$ cat src/rtl/core/lbhp_pkg.sv
`default_nettype none
package lbhp_pkg;
    localparam int MAX_BINS_DEF   = 1024;
    localparam int COUNT_BITS_DEF = 32;
    localparam int LOG_W    = 22;
    localparam int SCALE_W  = 32;
    localparam int NBINS_W  = 11;
    localparam int SAMPLE_W = 48;
    localparam int TF_W     = 25;
    localparam int BIN_W    = 10;
    localparam int ACT_W    = 2;
    localparam int CFG_IDX_W = 2;
    localparam int CFG_DATA_W = 32;

    typedef enum logic [ACT_W-1:0] {
        ACT_ADD   = 2'd0,
        ACT_QUERY = 2'd1,
        ACT_CLEAR = 2'd2,
        ACT_NONE  = 2'd3
    } action_t;

    typedef enum logic [CFG_IDX_W-1:0] {
        CFG_LOG_MIN   = 2'd0,
        CFG_BIN_SCALE = 2'd1,
        CFG_BINS_USED = 2'd2,
        CFG_SPARE     = 2'd3
    } cfg_idx_t;

    typedef enum logic [3:0] {
        ST_SWEEP, ST_IDLE, ST_LOG, ST_MUL_LO, ST_MUL_HI, ST_BIN, ST_RD, ST_WR,
        ST_TGT_A, ST_TGT_B, ST_SCAN, ST_DONE
    } state_t;

    typedef struct packed {
        logic             start;
        logic [SAMPLE_W-1:0] sample;
    } log_req_t;

    typedef struct packed {
        logic        done;
        logic [LOG_W-1:0] value;
    } log_rsp_t;
endpackage
`default_nettype wire

$ cat src/rtl/core/lbhp_log2.sv
`default_nettype none
module lbhp_log2 (
    input  wire logic               clk,
    input  wire logic               rst_n,
    input  wire lbhp_pkg::log_req_t req,
    output lbhp_pkg::log_rsp_t      rsp
);
    import lbhp_pkg::*;

    logic [31:0] mant_reg, mant_next;
    logic [15:0] frac_reg, frac_next;
    logic [5:0]  exp_reg, exp_next;
    logic [4:0]  step_reg, step_next;
    logic        busy_reg, busy_next;
    logic [63:0] sq;
    logic [5:0]  lead;
    logic [SAMPLE_W-1:0] norm;

    always_comb
    begin
        lead = '0;
        for (int i = 0; i < SAMPLE_W; i++)
        begin
            if (req.sample[i])
            begin
                lead = 6'(i);
            end
        end
        norm = req.sample << (6'd47 - lead);
    end

    assign sq = 64'(mant_reg) * 64'(mant_reg);

    always_comb
    begin
        mant_next = mant_reg;
        frac_next = frac_reg;
        exp_next  = exp_reg;
        step_next = step_reg;
        busy_next = busy_reg;
        if (req.start)
        begin
            mant_next = norm[SAMPLE_W-1 -: 32];
            frac_next = '0;
            exp_next  = lead;
            step_next = '0;
            busy_next = 1'b1;
        end
        else if (busy_reg)
        begin
            if (sq[63])
            begin
                mant_next = sq[63:32];
            end
            else
            begin
                mant_next = sq[62:31];
            end
            frac_next = {frac_reg[14:0], sq[63]};
            step_next = step_reg + 5'd1;
            if (step_reg == 5'd15)
            begin
                busy_next = 1'b0;
            end
        end
    end

    always_ff @(posedge clk or negedge rst_n)
    begin
        if (!rst_n)
        begin
            busy_reg <= 1'b0;
            step_reg <= '0;
        end
        else
        begin
            busy_reg <= busy_next;
            step_reg <= step_next;
        end
    end

    always_ff @(posedge clk)
    begin
        mant_reg <= mant_next;
        frac_reg <= frac_next;
        exp_reg  <= exp_next;
    end

    assign rsp.done  = busy_reg && step_reg == 5'd15;
    assign rsp.value = {exp_reg, frac_next};
endmodule
`default_nettype wire

$ cat config.mk
export PLATFORM = sky130hd
export DESIGN_NAME = lbhp_log2
export DESIGN_NICKNAME = d
export VERILOG_FILES = /design/src/rtl/core/lbhp_pkg.sv /design/src/rtl/core/lbhp_log2.sv
export SDC_FILE = /design/constraint.sdc
export NUM_CORES = 2
export LEC_CHECK = 0
export ABC_AREA = 1
export ABC_CLOCK_PERIOD_IN_PS = 9700
export BUFFER_PORTS_ARGS = -buffer_cell sky130_fd_sc_hd__buf_2
export CAP_MARGIN = 0
export CORE_ASPECT_RATIO = 2
export CORE_UTILIZATION = 67
export DETAILED_ROUTE_END_ITERATION = 10
export GPL_ROUTABILITY_DRIVEN = 0
export GPL_TIMING_DRIVEN = 0
export PLACE_DENSITY = 0.89
export SLEW_MARGIN = 0
export SYNTH_ARGS = -nofsm -noshare
export SYNTH_HDL_FRONTEND = slang
export SYNTH_SLANG_ARGS = --single-unit
$ cat constraint.sdc
create_clock -name clk -period 9.7 [get_ports clk]
set_clock_uncertainty 0.15 [all_clocks]
set_input_delay 0.485 -clock clk [delete_from_list [all_inputs] [get_ports clk]]
set_output_delay 0.485 -clock clk [all_outputs]
set_load 0.02 [all_outputs]
==> summary.txt, run 1 <==
Yosys
  – Mapped Avg Cell Area: 7.95 um^2
  – Cells after Synth: 4338
  – Seq/Total Area, Yosys: 0.0467
  – Yosys warns: 0
  – Yosys reg bits: 60
  – Number of flops mapped to enable cells by yosys: 38
  – Syn Std Cell Area: 34500 um^2
  – Fraction of registers with async set or reset after synthesis: 0.100
  – Post-synth cell types: 41
  – Synth Net Count: 5468
  – Top FF cell, synth: edfxtp_1

Clocking
  – H-tree lvl count: 3
  – Root Buffer: clkbuf_16
  – Total CTS buffers: 9
  – Maximum root-to-sink buffer count: 2
  – CTS Sinks: 60

Global route
  – Overall Global Routing Usage: 0.672
  – Grt total ovfl: 621
  – First-pass GRT wire length: 257000 um
  – Number of global-route vias before repair: 38857
  – Largest net degree at the start of global routing: 33

Floorplanning
  – DIE HEIGHT: 323 um
  – Top Ports: 74
  – Cell row count: 117
  – Starting Density: 0.679
  – Die W: 162 um

Outcome
  – Status: did not finish
  – Fail Step: global routing (5_1_grt)
  – Err: [ERROR GRT-0116] Global routing finished with congestion. Check the congestion regions in the DRC Viewer.

Place
  – Place WS: -0.511 ns
  – # port buffers: 73
  – HPWL after DPL: 104000 um
[synth_stat cells (2+ instances only)]
| cell type | instances | share of area |
|---|---|---|
| nand2_2 | 2 | 0.00036 |
| nand2_1 | 885 | 0.096 |
| a21o_1 | 5 | 0.0011 |
| buf_1 | 7 | 0.00076 |
| nor3_1 | 15 | 0.0022 |
| dfxtp_1 | 16 | 0.0093 |
| a21oi_1 | 94 | 0.014 |
| o31ai_1 | 2 | 0.00044 |
| or2_2 | 7 | 0.0013 |
| fa_1 | 806 | 0.47 |
| xnor2_1 | 28 | 0.0071 |
| nor2_1 | 89 | 0.0097 |
| o21a_1 | 6 | 0.0013 |
| inv_2 | 5 | 0.00054 |
| inv_1 | 1369 | 0.15 |
| clkbuf_1 | 126 | 0.014 |
| buf_6 | 6 | 0.0020 |
| nand3_1 | 365 | 0.053 |
| a211oi_1 | 5 | 0.0011 |
| o21ai_0 | 45 | 0.0065 |
| o21bai_1 | 2 | 0.00044 |
| xor2_1 | 23 | 0.0058 |
| o221ai_1 | 2 | 0.00051 |
| dfrtp_1 | 6 | 0.0044 |
| nor4_1 | 5 | 0.00091 |
| ha_1 | 273 | 0.099 |
| buf_2 | 25 | 0.0036 |
| o22ai_1 | 16 | 0.0029 |
| o211ai_1 | 16 | 0.0035 |
| edfxtp_1 | 38 | 0.033 |
| nand4_1 | 6 | 0.0011 |
| o21ai_1 | 17 | 0.0025 |
| a31oi_1 | 16 | 0.0029 |
| o311ai_0 | 3 | 0.00076 |
[stage by stage]
step | utilization | std cells | setup TNS [ns] | area [um^2]
floorplan | - | 4338 | 0 | 34500
CTS | 0.716 | 5093 | 0 | 36400
global placement | 0.702 | 5065 | -1.48 | 35700
detailed placement | 0.703 | 5066 | -5.26 | 35700
[routing by layer]
| layer | overflow | track usage |
|---|---|---|
| met3 | 22 | 0.506 |
| met1 | 11 | 0.625 |
| met4 | 203 | 0.686 |
| met5 | 2 | 0.298 |
| met2 | 383 | 0.875 |
[cell families after synthesis]
group	count (synthesis)	share of synthesized area
compound gates	233	0.0386
fa+ha+maj	1079	0.567
buf+inv	1540	0.170
xor+xnor	51	0.0129
simple gates	1375	0.165
flops	60	0.0467
[what timing repair did]
| item | CTS |
|---|---|
| endpoints found under the hold margin | 6 |
| hold buffers | 1 |
| buffers inserted | 12 |
| resized for setup | 121 |
| endpoints found under the setup margin | 33 |
==> inputs of run 2 (changes only) <==
- CORE_ASPECT_RATIO: 2 -> unset
- CORE_UTILIZATION: 67 -> 40
- PLACE_DENSITY: 0.89 -> unset
- PLACE_DENSITY_LB_ADDON: unset -> 0.15
==> summary.txt, run 2 <==
Outcome
  – Status: complete, no violations

Detailed routing
  – Routed length per instance: 20.5 um
  – Iter 0 DRT Violations: 2431
  – ANT nets after route: 0
  – Via density: 4.98
  – DRC Markers: 0
  – Via count: 27899
  – Drt pass-1 iters: 6
  – DRT Wirelength: 115000 um

STA
  – Fmax achieved: 106 MHz
  – Actual slew at the worst max-slew pin: 1.18 ns
  – Final Cycle Share: 0.973
  – RSZ-0062 raised after global routing: yes
  – Setup violations, final: 0
  – Minimum clock period: 9.43 ns
  – Relative slew slack: 0.209
  – Final hold vios: 0
  – Fin. max-slew vios: 0

Global route
  – Number of global-route vias before repair: 29095
  – Overall Global Routing Usage: 0.272
  – Initial antenna violation count: 0
  – First-pass GRT wire length: 175000 um
  – Grt total ovfl: 0
  – Largest net degree at the start of global routing: 33

Yosys
  – Seq/Total Area, Yosys: 0.0467 (unchanged)
  – Yosys reg bits: 60 (unchanged)
  – Yosys warns: 0 (unchanged)
  – Mapped Avg Cell Area: 7.95 um^2 (unchanged)
  – Synth top cells by count: inv_1 (1369), nand2_1 (885), fa_1 (806), nand3_1 (365), ha_1 (273)
  – Synth top area cells: fa_1 (47%), inv_1 (15%), ha_1 (9.9%)
  – Adder-cell share of the synthesized area: 0.567 (unchanged)
  – Count leader, synth: inv_1
  – Cells after Synth: 4338 (unchanged)
  – Number of flops mapped to enable cells by yosys: 38 (unchanged)
  – Mux cell area share after synthesis: 0 (unchanged)
  – Post-synth cell types: 41 (unchanged)
  – Synth Net Count: 5468 (unchanged)
  – Fraction of registers with async set or reset after synthesis: 0.100 (unchanged)
  – Syn Std Cell Area: 34500 um^2 (unchanged)
  – Synth Area in Compound Gates: 0.0386 (unchanged)
  – Post-Synth XOR/XNOR Area: 0.0129 (unchanged)
  – Yosys top cell area share: 0.468 (unchanged)
  – Largest family of logic cells by synthesized area: adder cells
  – Top FF cell, synth: edfxtp_1
  – Simple-Gate Fraction of Synth Area: 0.165 (unchanged)
  – Dominant cell type by area after synthesis: fa_1

Final layout
  – Most common cell after layout, fill and taps aside: inv_1
  – Largest register FFs: 32
  – Layout area overhead: 7.78%
  – Share of cells above drive strength 1: 0.0568
  – Post-route insts no fill: 5598
  – Most frequent cells in the layout: inv_1 (1369), nand2_1 (884), fa_1 (806)
  – Total Nets Final: 5578
  – Final instance area: 37200 um^2

Clocking
  – H-tree lvl count: 3 (unchanged)
  – Total CTS buffers: 9 (unchanged)
  – CTS tree: built
  – Skew-Pair Late Insertion Delay: 0.34 ns
  – Root Buffer: clkbuf_16
  – Maximum root-to-sink buffer count: 2 (unchanged)
  – CTS clk-pin slew, worst paths: 0.05 ns
  – CTS Sinks: 60 (unchanged)

Place
  – Post-Place Cells: 5556 (+9.7%)
  – Cell Area, Placed: 36300 um^2 (+1.7%)
  – # port buffers: 73 (unchanged)
  – HPWL after DPL: 96500 um (-7.1%)

Floorplanning
  – DIE HEIGHT: 296 um (-8.4%)
  – Core area: 85300 um^2
  – Die W: 296 um (+82%)
  – Starting Density: 0.404 (-0.275)
  – Top Ports: 74 (unchanged)
  – Cell row count: 107 (-8.5%)
  – Die area: 87400 um^2

Hold path
  – Hold Path End: exp_reg[4]
  – Hold_sp: req[48]
  – Hold Path Class: in -> reg
  – Hold Path Depth: 1

Worst setup path
  – Data arrival time of the worst path: 8.80 ns
  – Reg2reg start: mant_reg[28]
  – Crit Path Max Fanout: 10
  – CP max stage delay: 0.59 ns
  – Slowest CP cell: edfxtp_1
  – Worst R2R End: mant_reg[29]
  – Kind of critical path: reg -> out
  – CP Capture Type: primary output
  – Worst endpoint required time: 9.07 ns
  – Setup slack, reg-to-reg: 0.43 ns
  – Critical Path Start Type: flop
  – R2r worst-path depth: 34

Job
  – Max-Cap Viols: 0
[run 2: how the worst max path moves through the flow]
stage / start / endpoint / slack [ns]
after global routing: mant_reg[15] / rsp[0] / -0.11
after floorplan: mant_reg[4] / rsp[0] / 1.48
after global placement: mant_reg[20] / rsp[0] / -0.50
after CTS: mant_reg[29] / mant_reg[29] / 0.003
final: mant_reg[15] / rsp[0] / 0.27
after detailed placement: mant_reg[20] / rsp[0] / -0.46
[run 2: metal layers]
layer | global-route usage | vias to the layer above | share of wire
met2 | 0.445 | 1075 | 0.47
li1 | - | 12801 | -
met3 | 0.0421 | 185 | 0.080
met4 | 0.0753 | 0 | 0.032
met1 | 0.372 | 13838 | 0.42
met5 | 0 | - | 0
[run 2: area by class of cell]
cell class	instances	area (um^2)
Clock inverter	4	21.3
Clock buffer	12	268
Fill cell	8919	48100
Inverter	1375	5160
Sequential cell	60	1610
Antenna cell	1	2.50
Multi-Input combinational cell	2738	27100
Tap cell	1144	1430
Timing Repair Buffer	101	643
Buffer	163	983
[run 2: timing repair]
| action | 4_1_cts | 5_1_grt |
|---|---|---|
| resized for setup | 103 | 119 |
| setup endpoints to repair | 33 | 20 |
| buffers inserted | 11 | 15 |
| endpoints found under the hold margin | 6 | 0 |
| pin swaps | 0 | 1 |
| cloned | 0 | 0 |
| hold buffers | 1 | 0 |
[run 2: cells by family after synthesis]
family	Yosys count
xor+xnor	51
simple gates	1375
flops	60
compound gates	233
buf+inv	1540
fa+ha+maj	1079
[run 2: metrics by stage]
step                      hold slack, ns   util  worst slack, ns  TNS, ns
after floorplan                   0.0394      -             1.48        0
after global placement             0.172  0.426           -0.503    -8.72
after detailed placement           0.172  0.426           -0.460    -7.81
after CTS                          0.306  0.432          0.00315        0
after global routing               0.304  0.436           -0.109   -0.109
final                              0.309  0.436            0.266        0
[run 2: worst max-delay path: cells and delay by family, from the launching register on]
family | cells | cell delay (ns)
flip-flops | 1 | 0.59
AND/OR/NAND/NOR | 12 | 1.26
buffers and inverters | 10 | 1.05
AO/OA/AOI/OAI | 8 | 1.21
adder cells (fa/ha/maj) | 9 | 4.32
Power of run 2 is not shown: default switching activity piles up to over one toggle a cycle in this logic, so the estimate is an artifact.
